$ cat config.mk
export PLATFORM = sky130hd
export DESIGN_NAME = date_sorted_insert_table_core
export DESIGN_NICKNAME = d
export VERILOG_FILES = /design/src/rtl/core/dsit_pkg.sv /design/src/rtl/core/dsit_cell.sv /design/src/rtl/core/date_sorted_insert_table_core.sv
export SDC_FILE = /design/constraint.sdc
export NUM_CORES = 2
export LEC_CHECK = 0
export ABC_CLOCK_PERIOD_IN_PS = 14100
export BUFFER_PORTS_ARGS = -buffer_cell sky130_fd_sc_hd__buf_2
export CORE_ASPECT_RATIO = 1.4
export CORE_UTILIZATION = 65
export CTS_CLUSTER_SIZE = 40
export DETAILED_ROUTE_END_ITERATION = 16
export PLACE_DENSITY = 0.79
export SLEW_MARGIN = 15
export SYNTH_ARGS = -nofsm -noshare
export SYNTH_HDL_FRONTEND = slang
export SYNTH_SLANG_ARGS = --single-unit
$ cat constraint.sdc
create_clock -name i_clk -period 14.1 [get_ports i_clk]
set_clock_uncertainty 0.2 [all_clocks]
set_input_delay 2.115 -clock i_clk [delete_from_list [all_inputs] [get_ports i_clk]]
set_output_delay 2.115 -clock i_clk [all_outputs]
set_load 0.01 [all_outputs]
$ cat src/rtl/core/dsit_pkg.sv
package dsit_pkg;

    localparam int TABLE_DEPTH   = 16;
    localparam int PAYLOAD_WIDTH = 32;
    localparam int IDX_W         = $clog2(TABLE_DEPTH);
    localparam int COUNT_W       = $clog2(TABLE_DEPTH + 1);
    localparam int CAP_W         = 5;
    localparam int CMP_W         = (COUNT_W > CAP_W) ? COUNT_W : CAP_W;
    localparam int KEY_W         = 21;

    localparam logic OP_INSERT = 1'b0;
    localparam logic OP_READ   = 1'b1;

    typedef struct packed {
        logic        opcode;
        logic [11:0] key_year;
        logic [3:0]  key_month;
        logic [4:0]  key_day;
        logic [31:0] record_payload;
        logic [3:0]  read_index;
    } t_in_word;

    typedef struct packed {
        logic        accepted;
        logic [3:0]  insert_position;
        logic [4:0]  entry_count;
        logic [11:0] out_year;
        logic [3:0]  out_month;
        logic [4:0]  out_day;
        logic [31:0] out_payload;
    } t_out_word;

    typedef struct packed {
        logic [11:0]              year;
        logic [3:0]               month;
        logic [4:0]               day;
        logic [PAYLOAD_WIDTH-1:0] payload;
    } t_entry;

    typedef struct packed {
        logic shift_en;
        logic occupied;
        logic prev_keep;
    } t_cell_ctl;

    function automatic logic [KEY_W-1:0] date_key(input t_entry e);
        return {e.year, e.month, e.day};
    endfunction

endpackage

$ cat src/rtl/core/dsit_cell.sv
module dsit_cell (
    input  logic               i_clk,
    input  dsit_pkg::t_cell_ctl i_ctl,
    input  dsit_pkg::t_entry    i_new,
    input  dsit_pkg::t_entry    i_prev,
    output dsit_pkg::t_entry    o_entry,
    output logic                o_keep
);

    dsit_pkg::t_entry r_entry;
    dsit_pkg::t_entry n_entry;

    // An occupied cell whose date is the same or later keeps its entry.
    assign o_keep = i_ctl.occupied &&
                    (dsit_pkg::date_key(r_entry) >= dsit_pkg::date_key(i_new));

    always_comb begin
        n_entry = r_entry;
        if (i_ctl.shift_en && !o_keep) begin
            n_entry = i_ctl.prev_keep ? i_new : i_prev;
        end
    end

    always_ff @(posedge i_clk) begin
        r_entry <= n_entry;
    end

    assign o_entry = r_entry;

endmodule

$ cat src/rtl/core/date_sorted_insert_table_core.sv
// Sorted date table, newest first, built as a row of cells.
// Input channel: i_in_valid / o_in_ready with word i_in_word. An insert word
// places its record after every stored entry with the same or a later date;
// a read word returns the entry at read_index.
// Output channel: o_out_valid / i_out_ready with word o_out_word, one result
// word for every input word, in order.
// The result word sits in the output register on the cycle after the input
// word is taken. Throughput is one word per cycle while the receiver keeps
// taking result words, because every cell compares its date with the new
// key in parallel and the whole row shifts in that same cycle.
// When the receiver stalls, the output register holds its word and
// o_in_ready stays low until that word is taken.
// Configuration: i_cfg_we writes i_cfg_wdata into the capacity register.
// Reset clears the entry count and sets the capacity to 16; the cell
// contents are not cleared, and no read can reach an entry beyond the count.
module date_sorted_insert_table_core (
    input  logic                i_clk,
    input  logic                i_rst_n,
    input  logic                i_cfg_we,
    input  logic [4:0]          i_cfg_wdata,
    input  logic                i_in_valid,
    output logic                o_in_ready,
    input  dsit_pkg::t_in_word  i_in_word,
    output logic                o_out_valid,
    input  logic                i_out_ready,
    output dsit_pkg::t_out_word o_out_word
);

    localparam int DEPTH = dsit_pkg::TABLE_DEPTH;

    logic [dsit_pkg::CAP_W-1:0]   r_capacity;
    logic [dsit_pkg::COUNT_W-1:0] r_count;
    logic [dsit_pkg::COUNT_W-1:0] n_count;
    logic                         r_out_valid;
    dsit_pkg::t_out_word          r_out;
    dsit_pkg::t_out_word          n_out;

    logic                         w_take;
    logic                         w_room;
    logic                         w_do_insert;
    logic                         w_rd_ok;
    dsit_pkg::t_entry             w_new;
    dsit_pkg::t_entry             w_entry [DEPTH];
    dsit_pkg::t_entry             w_rd_entry;
    logic [DEPTH-1:0]             w_keep;
    logic [DEPTH-1:0]             w_ins;
    logic [dsit_pkg::IDX_W-1:0]   w_pos;

    assign o_in_ready = !r_out_valid || i_out_ready;
    assign w_take     = i_in_valid && o_in_ready;

    assign w_new.year    = i_in_word.key_year;
    assign w_new.month   = i_in_word.key_month;
    assign w_new.day     = i_in_word.key_day;
    assign w_new.payload = i_in_word.record_payload[dsit_pkg::PAYLOAD_WIDTH-1:0];

    assign w_room = (r_count < dsit_pkg::COUNT_W'(DEPTH)) &&
                    (dsit_pkg::CMP_W'(r_count) < dsit_pkg::CMP_W'(r_capacity));
    assign w_do_insert = w_take && (i_in_word.opcode == dsit_pkg::OP_INSERT) && w_room;

    for (genvar g = 0; g < DEPTH; g++) begin : g_cell
        dsit_pkg::t_cell_ctl w_ctl;
        dsit_pkg::t_entry    w_prev;

        assign w_ctl.shift_en  = w_do_insert;
        assign w_ctl.occupied  = dsit_pkg::COUNT_W'(g) < r_count;
        if (g == 0) begin : g_head
            assign w_ctl.prev_keep = 1'b1;
            assign w_prev          = w_new;
        end else begin : g_body
            assign w_ctl.prev_keep = w_keep[g-1];
            assign w_prev          = w_entry[g-1];
        end
        assign w_ins[g] = w_ctl.prev_keep && !w_keep[g];

        dsit_cell u_cell (
            .i_clk   (i_clk),
            .i_ctl   (w_ctl),
            .i_new   (w_new),
            .i_prev  (w_prev),
            .o_entry (w_entry[g]),
            .o_keep  (w_keep[g])
        );
    end

    always_comb begin
        w_pos = '0;
        for (int i = 0; i < DEPTH; i++) begin
            if (w_ins[i]) begin
                w_pos = w_pos | dsit_pkg::IDX_W'(i);
            end
        end
    end

    assign w_rd_ok    = dsit_pkg::COUNT_W'(i_in_word.read_index) < r_count;
    assign w_rd_entry = w_entry[dsit_pkg::IDX_W'(i_in_word.read_index)];

    always_comb begin
        n_count = r_count;
        n_out   = '0;
        if (i_in_word.opcode == dsit_pkg::OP_INSERT) begin
            if (w_room) begin
                n_count               = r_count + 1'b1;
                n_out.accepted        = 1'b1;
                n_out.insert_position = 4'(w_pos);
            end
        end else if (w_rd_ok) begin
            n_out.accepted    = 1'b1;
            n_out.out_year    = w_rd_entry.year;
            n_out.out_month   = w_rd_entry.month;
            n_out.out_day     = w_rd_entry.day;
            n_out.out_payload = 32'(w_rd_entry.payload);
        end
        n_out.entry_count = 5'(n_count);
    end

    always_ff @(posedge i_clk) begin
        if (!i_rst_n) begin
            r_capacity  <= dsit_pkg::CAP_W'(16);
            r_count     <= '0;
            r_out_valid <= 1'b0;
        end else begin
            if (i_cfg_we) begin
                r_capacity <= i_cfg_wdata;
            end
            if (w_take) begin
                r_count     <= n_count;
                r_out_valid <= 1'b1;
            end else if (i_out_ready) begin
                r_out_valid <= 1'b0;
            end
        end
    end

    always_ff @(posedge i_clk) begin
        if (w_take) begin
            r_out <= n_out;
        end
    end

    assign o_out_valid = r_out_valid;
    assign o_out_word  = r_out;

    a_count_bound: assert property (@(posedge i_clk) disable iff (!i_rst_n)
        r_count <= dsit_pkg::COUNT_W'(DEPTH))
        else $error("entry count beyond table depth");

    a_one_slot: assert property (@(posedge i_clk) disable iff (!i_rst_n)
        w_do_insert |-> $onehot(w_ins))
        else $error("insert does not find exactly one slot");

    a_count_step: assert property (@(posedge i_clk) disable iff (!i_rst_n)
        w_do_insert |=> r_count == $past(r_count) + 1'b1)
        else $error("count did not grow after an insert");

    a_pos_in_range: assert property (@(posedge i_clk) disable iff (!i_rst_n)
        (w_take && i_in_word.opcode == dsit_pkg::OP_INSERT && w_room) |=>
        (5'(o_out_word.insert_position) < o_out_word.entry_count))
        else $error("insert position beyond entry count");

    a_refused_hold: assert property (@(posedge i_clk) disable iff (!i_rst_n)
        (w_take && !w_do_insert) |=> r_count == $past(r_count))
        else $error("count changed without an insert");

endmodule

# After elaboration in Yosys (flattened, before gate mapping)
# Index checks and enable logic that the tools add are counted.
[word_totals]
output_inout_bits = 65
register_bits = 922
[op_classes]
reduce_logical = 72
addsub = 1
n_mux = 40
n_bitwise = 3
magnitude_cmp = 36
[op_table]
columns = ["op", "n"]
rows = [
  ["two-way mux 53 bit", 17],
  [">= comparator 21 bit", 16],
  ["binary-select mux 53 bit (select 4 bit)", 1],
  ["logical AND 1 bit", 51],
  ["< comparator 4 x 5 -> 1 bit (first input constant)", 8],
  ["two-way mux 4 bit", 8],
  ["< comparator 3 x 5 -> 1 bit (first input constant)", 4],
  ["logical NOT 1 bit", 17],
  ["two-way mux 5 bit", 3],
  ["two-way mux 3 bit", 4],
  ["< comparator 1 x 5 -> 1 bit (first input constant)", 2],
  ["< comparator 2 x 5 -> 1 bit (first input constant)", 2],
  ["adder 5 x 1 -> 5 bit (second input constant)", 1],
  [">= comparator 5 bit (second input constant)", 1],
  ["< comparator 4 x 5 -> 1 bit", 1],
  ["< comparator 5 bit", 1],
  ["< comparator 5 bit (second input constant)", 1],
  ["two-way mux 1 bit", 5],
  ["NOT 4 -> 5 bit", 1],
  ["two-way mux 2 bit", 2],
  ["NOT 1 bit", 2],
  ["AND reduction 2 bit", 1],
  ["nonzero test 2 bit", 1],
  ["OR reduction 2 bit", 1],
  ["logical OR 1 bit", 1],
]

# Depth between registers and ports, before layout
[depth]
depth_word = 21
depth_mapped = 12
depth_no_buf = 10

# Hierarchy
# From an unflattened synthesis, not the netlist that was laid out.
[unflattened]
hier_cells = 3650
area_unflattened_um2 = 53829.1
[modules_own_cells]
columns = ["module", "area_per_inst_um2", "instances", "cells_per_inst"]
rows = [
  ["dsit_cell at g_cell[2].u_cell ...", 2767.7, 8, 186],
  ["dsit_cell at g_cell[0].u_cell ...", 2768.9, 7, 188],
  ["date_sorted_insert_table_core", 9539.1, 1, 657],
  ["dsit_cell at g_cell[1].u_cell", 2766.4, 1, 189],
]

# Least setup slack after synthesis
# No wires, ideal clock.
[synth_path]
kind = "input to register"
start = "input port i_in_word[44] (netlist bit)"
end = "register g_cell[6].u_cell.r_entry, in the netlist g_cell[6].u_cell.o_entry[0] (enable)"
path_stages = 9
path_buffers = 2
setup_slack_ps = 6862
t_arrival_ps = 6574
required_time_ps = 13436
cell_sequence = "clkinv_1 > ha_1 > and4_4 > a221o_1 > a2111oi_2 > o22ai_1 > buf_4 > buf_6 > nor2_1"
[synth_between]
elab_chain_cells = 4
[synth_lines]
columns = ["item", "line_no", "rtl"]
rows = [
  ["from (decl)", "date_sorted_insert_table_core.sv:23", "input dsit_pkg::t_in_word i_in_word,"],
  [">= comparator 21 bit", "dsit_cell.sv:15", "(dsit_pkg::date_key(r_entry) >= dsit_pkg::date_key(i_new));"],
  ["logical AND 1 bit", "dsit_cell.sv:14", "assign o_keep = i_ctl.occupied &&"],
  ["logical NOT 1 bit", "dsit_cell.sv:19", "if (i_ctl.shift_en && !o_keep) begin"],
  ["logical AND 1 bit", "dsit_cell.sv:19", ""],
  ["to (signal assigned)", "dsit_cell.sv:25", "r_entry <= n_entry;"],
  ["to (decl)", "dsit_cell.sv:10", "dsit_pkg::t_entry r_entry;"],
]
# No other way between the ends.
# A chain may end at the register's enable or synchronous reset.

# Worst setup path after layout
[layout_path]
start = "input port i_in_word[42] (netlist bit)"
end = "register g_cell[14].u_cell.r_entry, in the netlist g_cell[14].u_cell.o_entry[7] (enable)"
[layout_between]
elab_chain_cells = 4
[layout_lines]
columns = ["item", "line_no"]
rows = [
  [">= comparator 21 bit", "dsit_cell.sv:15"],
  ["logical AND 1 bit", "dsit_cell.sv:14"],
  ["logical NOT 1 bit", "dsit_cell.sv:19"],
  ["logical AND 1 bit", "dsit_cell.sv:19"],
  ["to (signal assigned)", "dsit_cell.sv:25"],
  ["to (decl)", "dsit_cell.sv:10"],
]
# No other way between the ends.

==> run_results.csv <==
group,metric,value,unit
detailed_routing,drc,0,
critical_path,cp-start-kind,"input pin",
final_layout,final_cells,4615,
critical_path,path_cells,"buf_2 -> clkinv_1 -> ha_1 -> a21oi_1 -> o21ai_0 -> a221oi_1 -> o21ai_0 -> o21ai_4 -> nor2b_4 -> buf_4",
final_layout,final_util,72.0,%
yosys,synth-seq-cells,922,
global_routing,busiest_layer,"met2",
clocking,clk_path_buf_depth,3,
yosys,synth_top_area_cell,"edfxtp_1",
clocking,cts_setup_buffers,0,
yosys,yosys_warnings,0,
yosys,synthCells,3424,
yosys,synth_top_area_share,53.2,%
detailed_routing,ant_nets,0,
sta,setup_viol,0,
critical_path,crit_path_max_incr_delay,1.07,ns
critical_path,r2r-start,"r_count[1]",
clocking,cts_buffers,92,
clocking,cts_hold_buf,0,
global_routing,grt_pass1_wl,233,mm
yosys,netlist_area,51400,sq um
yosys,synth_edf_count,911,
global_routing,gr-usage-all-layers,40.3,%
sta,drv_slew,0,
sta,min_period,7.17,ns
clocking,root_buffer,"clkbuf_16",
global_routing,met1_usage,49.4,%
sta,tightest_slew,1.35,ns
yosys,synthArstFlopShare,0,%
global_routing,grt_pass1_vias,34900,
clocking,path_clk_slew,0.07,ns
place,dp_cells,4446,
yosys,ys_types,67,
detailed_routing,initialDrtViolationCount,3814,
power_and_ir_drop,p_per_area,117,nW/um^2
sta,tns,0,ns
floorplanning,io_pins,133,
yosys,syn_nets,3836,
detailed_routing,wl,159,mm
final_layout,nets,3907,
power_and_ir_drop,leakage,20.4,nW
min_path,whs_path_depth,2,
critical_path,path_max_fanout,33,
critical_path,cp_common_cell,"o21ai_0",
global_routing,antenna_found_initial,6,
critical_path,slowest_stage,"nor2b_4",
outcome,status,"complete, no violations",
clocking,htreeDepth,3,
detailed_routing,dr_total_vias,33700,
final_layout,drive_above_1_share,34.7,%
sta,final.period_utilization,50.8,%
critical_path,worstPathArrival,7.27,ns
power_and_ir_drop,power,6.56,mW
job,max_cap_viol_count,0,
floorplanning,core,78000,sq um
place,dpl.hpwl,96.5,mm
sta,fmax,140,MHz
global_routing,grt_use_met3,7.71,%
detailed_routing,drtPass1Iterations,5,
critical_path,crit_type,"input pin to flop",
yosys,ys_seq_area_share,53.6,%
sta,hold_ws,0.322,ns
sta,final_hold_viol_count,0,
critical_path,reg2reg_depth,10,
critical_path,worstPathRequired,14.20,ns
floorplanning,die_area,80200,sq um
floorplanning,start_util,65.9,%
clocking,cts_resized,0,
floorplanning,die_w,240,um
final_layout,syn_to_final_growth,9.25,%
detailed_routing,wl_per_cell,34.4,um
global_routing,grt.met2_usage,64.7,%
place,io_buffers,132,
min_path,hp-start,"r_capacity[4]",
yosys,syn_area_per_cell,15.0,sq um
sta,rsz0062_at_grt,"false",
detailed_routing,vias_per_cell,7.30,
clocking,tritoncts,"yes",
global_routing,grt_overflow,0,
clocking,clk_latency,0.69,ns
critical_path,end_kind,"flop",
sta,relSlewSlack,10.3,%
sta,worst_slack,6.93,ns
place,dpl_cell_area,53100,sq um
min_path,hold_class,"flop to flop",
global_routing,grt_max_degree,152,
power_and_ir_drop,peakVddDrop,170,uV
yosys,yosys_most_used_dff,"edfxtp_1",
min_path,hold_end,"r_capacity[4]",
place,gp_congestion,0.986,
yosys,synth_area_leaders,"edfxtp_1 (53%), mux2_2 (13%), mux4_2 (12%)",
final_layout,design_area,56200,sq um
floorplanning,die_h,335,um
critical_path,reg2reg_slack,8.62,ns
place,dp_slack,6.44,ns
critical_path,r2r-end,"g_cell[12].u_cell.o_entry[24]",
clocking,numClockSinks,922,
floorplanning,num_rows,121,
-- worst max-delay path by stage --
stage,depth (start not counted),endpoint,start
floorplan,9,g_cell[6].u_cell.o_entry[0],i_in_word[44]
global placement,10,g_cell[14].u_cell.o_entry[9],i_in_word[42]
detailed placement,10,g_cell[14].u_cell.o_entry[9],i_in_word[42]
CTS,10,g_cell[14].u_cell.o_entry[8],i_in_word[42]
global route,10,g_cell[14].u_cell.o_entry[7],i_in_word[42]
finish,10,g_cell[14].u_cell.o_entry[7],i_in_word[42]
-- cells in the mapped netlist, drive strengths merged (2+ instances only) --
cell	n
or3	5
nor3	8
nor2b	71
nand3	24
nand4	36
o21ai	239
o211a	4
a21o	61
or4	2
edfxtp	911
mux2	608
a31oi	9
o22ai	5
xnor2	5
inv	29
nor2	45
ha	344
mux2i	5
o221ai	3
nand2b	15
o2111a	2
a2111oi	3
a21oi	112
a221o	2
a221oi	8
or2	4
clkbuf	103
a41oi	5
buf	109
o21a	13
nand2	267
nor4	5
dfxtp	11
o211ai	6
a211oi	17
clkinv	20
mux4	265
o31ai	2
a211o	6
and4	11
a21boi	5
and2	9
-- final cells by class --
type                            count  area (sq um)
Antenna cell                        2          5.00
Tap cell                         1045          1310
Inverter                           49           186
Multi-Input combinational cell   2241         22900
Sequential cell                   922         27600
Fill cell                        4973         21800
Clock buffer                      111          2420
Timing Repair Buffer              189          1130
Clock inverter                     56           616
-- flip-flops by register name, summed over array words and instances (netlist names) --
name,count
g_cell.u_cell.o_entry,848
r_capacity,5
r_count,5
o_out_valid,1
o_out_word,63
-- kinds of logic (layout without fill, tap and decap cells) --
| group | count (synthesis) | after routing | share of synthesized area, % |
|---|---|---|---|
| other | 0 | 2 | 0 |
| DFF | 922 | 922 | 53.6 |
| buffers and inverters | 261 | 405 | 2.30 |
| adders and majority gates | 344 | 344 | 8.37 |
| muxes | 878 | 878 | 25.1 |
| and+or+nand+nor | 504 | 504 | 4.61 |
| AOI/OAI and AO/OA | 510 | 510 | 5.92 |
| xor gates and xnor gates | 5 | 5 | 0.0852 |
-- cells in the final DEF, fill, tap and decap left out, types with 8 or more instances in the layout --
master	netlist	final
and4_1	10	10
a21o_1	61	61
edfxtp_1	911	911
bufinv_16	0	11
a211oi_1	16	16
buf_2	77	128
nand3_1	24	24
o21a_1	13	13
clkinv_1	20	37
ha_1	344	344
nor3_1	8	8
nand2_1	267	266
clkbuf_1	103	15
nor2_1	45	37
a31oi_1	9	8
nor2_4	0	8
mux4_2	265	265
nand4_1	36	36
o21ai_0	232	232
a21oi_1	110	108
buf_4	14	58
mux2_2	601	601
inv_1	29	27
nor2b_1	71	67
nand2b_1	15	15
clkinv_2	0	22
dfxtp_1	11	11
clkbuf_16	0	93
-- metal layers --
layer / wire length, um / part of all wire (%) / vias to the layer above
met5: 38 / 0.024 / -
met4: 12900 / 8.1 / 6
met3: 15500 / 9.8 / 666
met2: 76200 / 48 / 2311
met1: 54000 / 34 / 16900
li1: - / - / 13800
-- worst max-delay path, delay by kind of cell --
kind	cells	cell delay (ns)
AND/OR/NAND/NOR	1	1.07
adder cells (fa/ha/maj)	1	0.60
buffers and inverters	3	1.65
AO/OA/AOI/OAI	5	1.78
-- power breakdown --
group	internal (mW)	total [mW]	leakage [nW]	switching, mW
combinational	0.307	0.756	10.3	0.449
clock	1.43	2.55	1.49	1.11
sequential	3.17	3.26	8.60	0.0856
total	4.91	6.56	20.4	1.65
(Power assumes the default switching activity.)
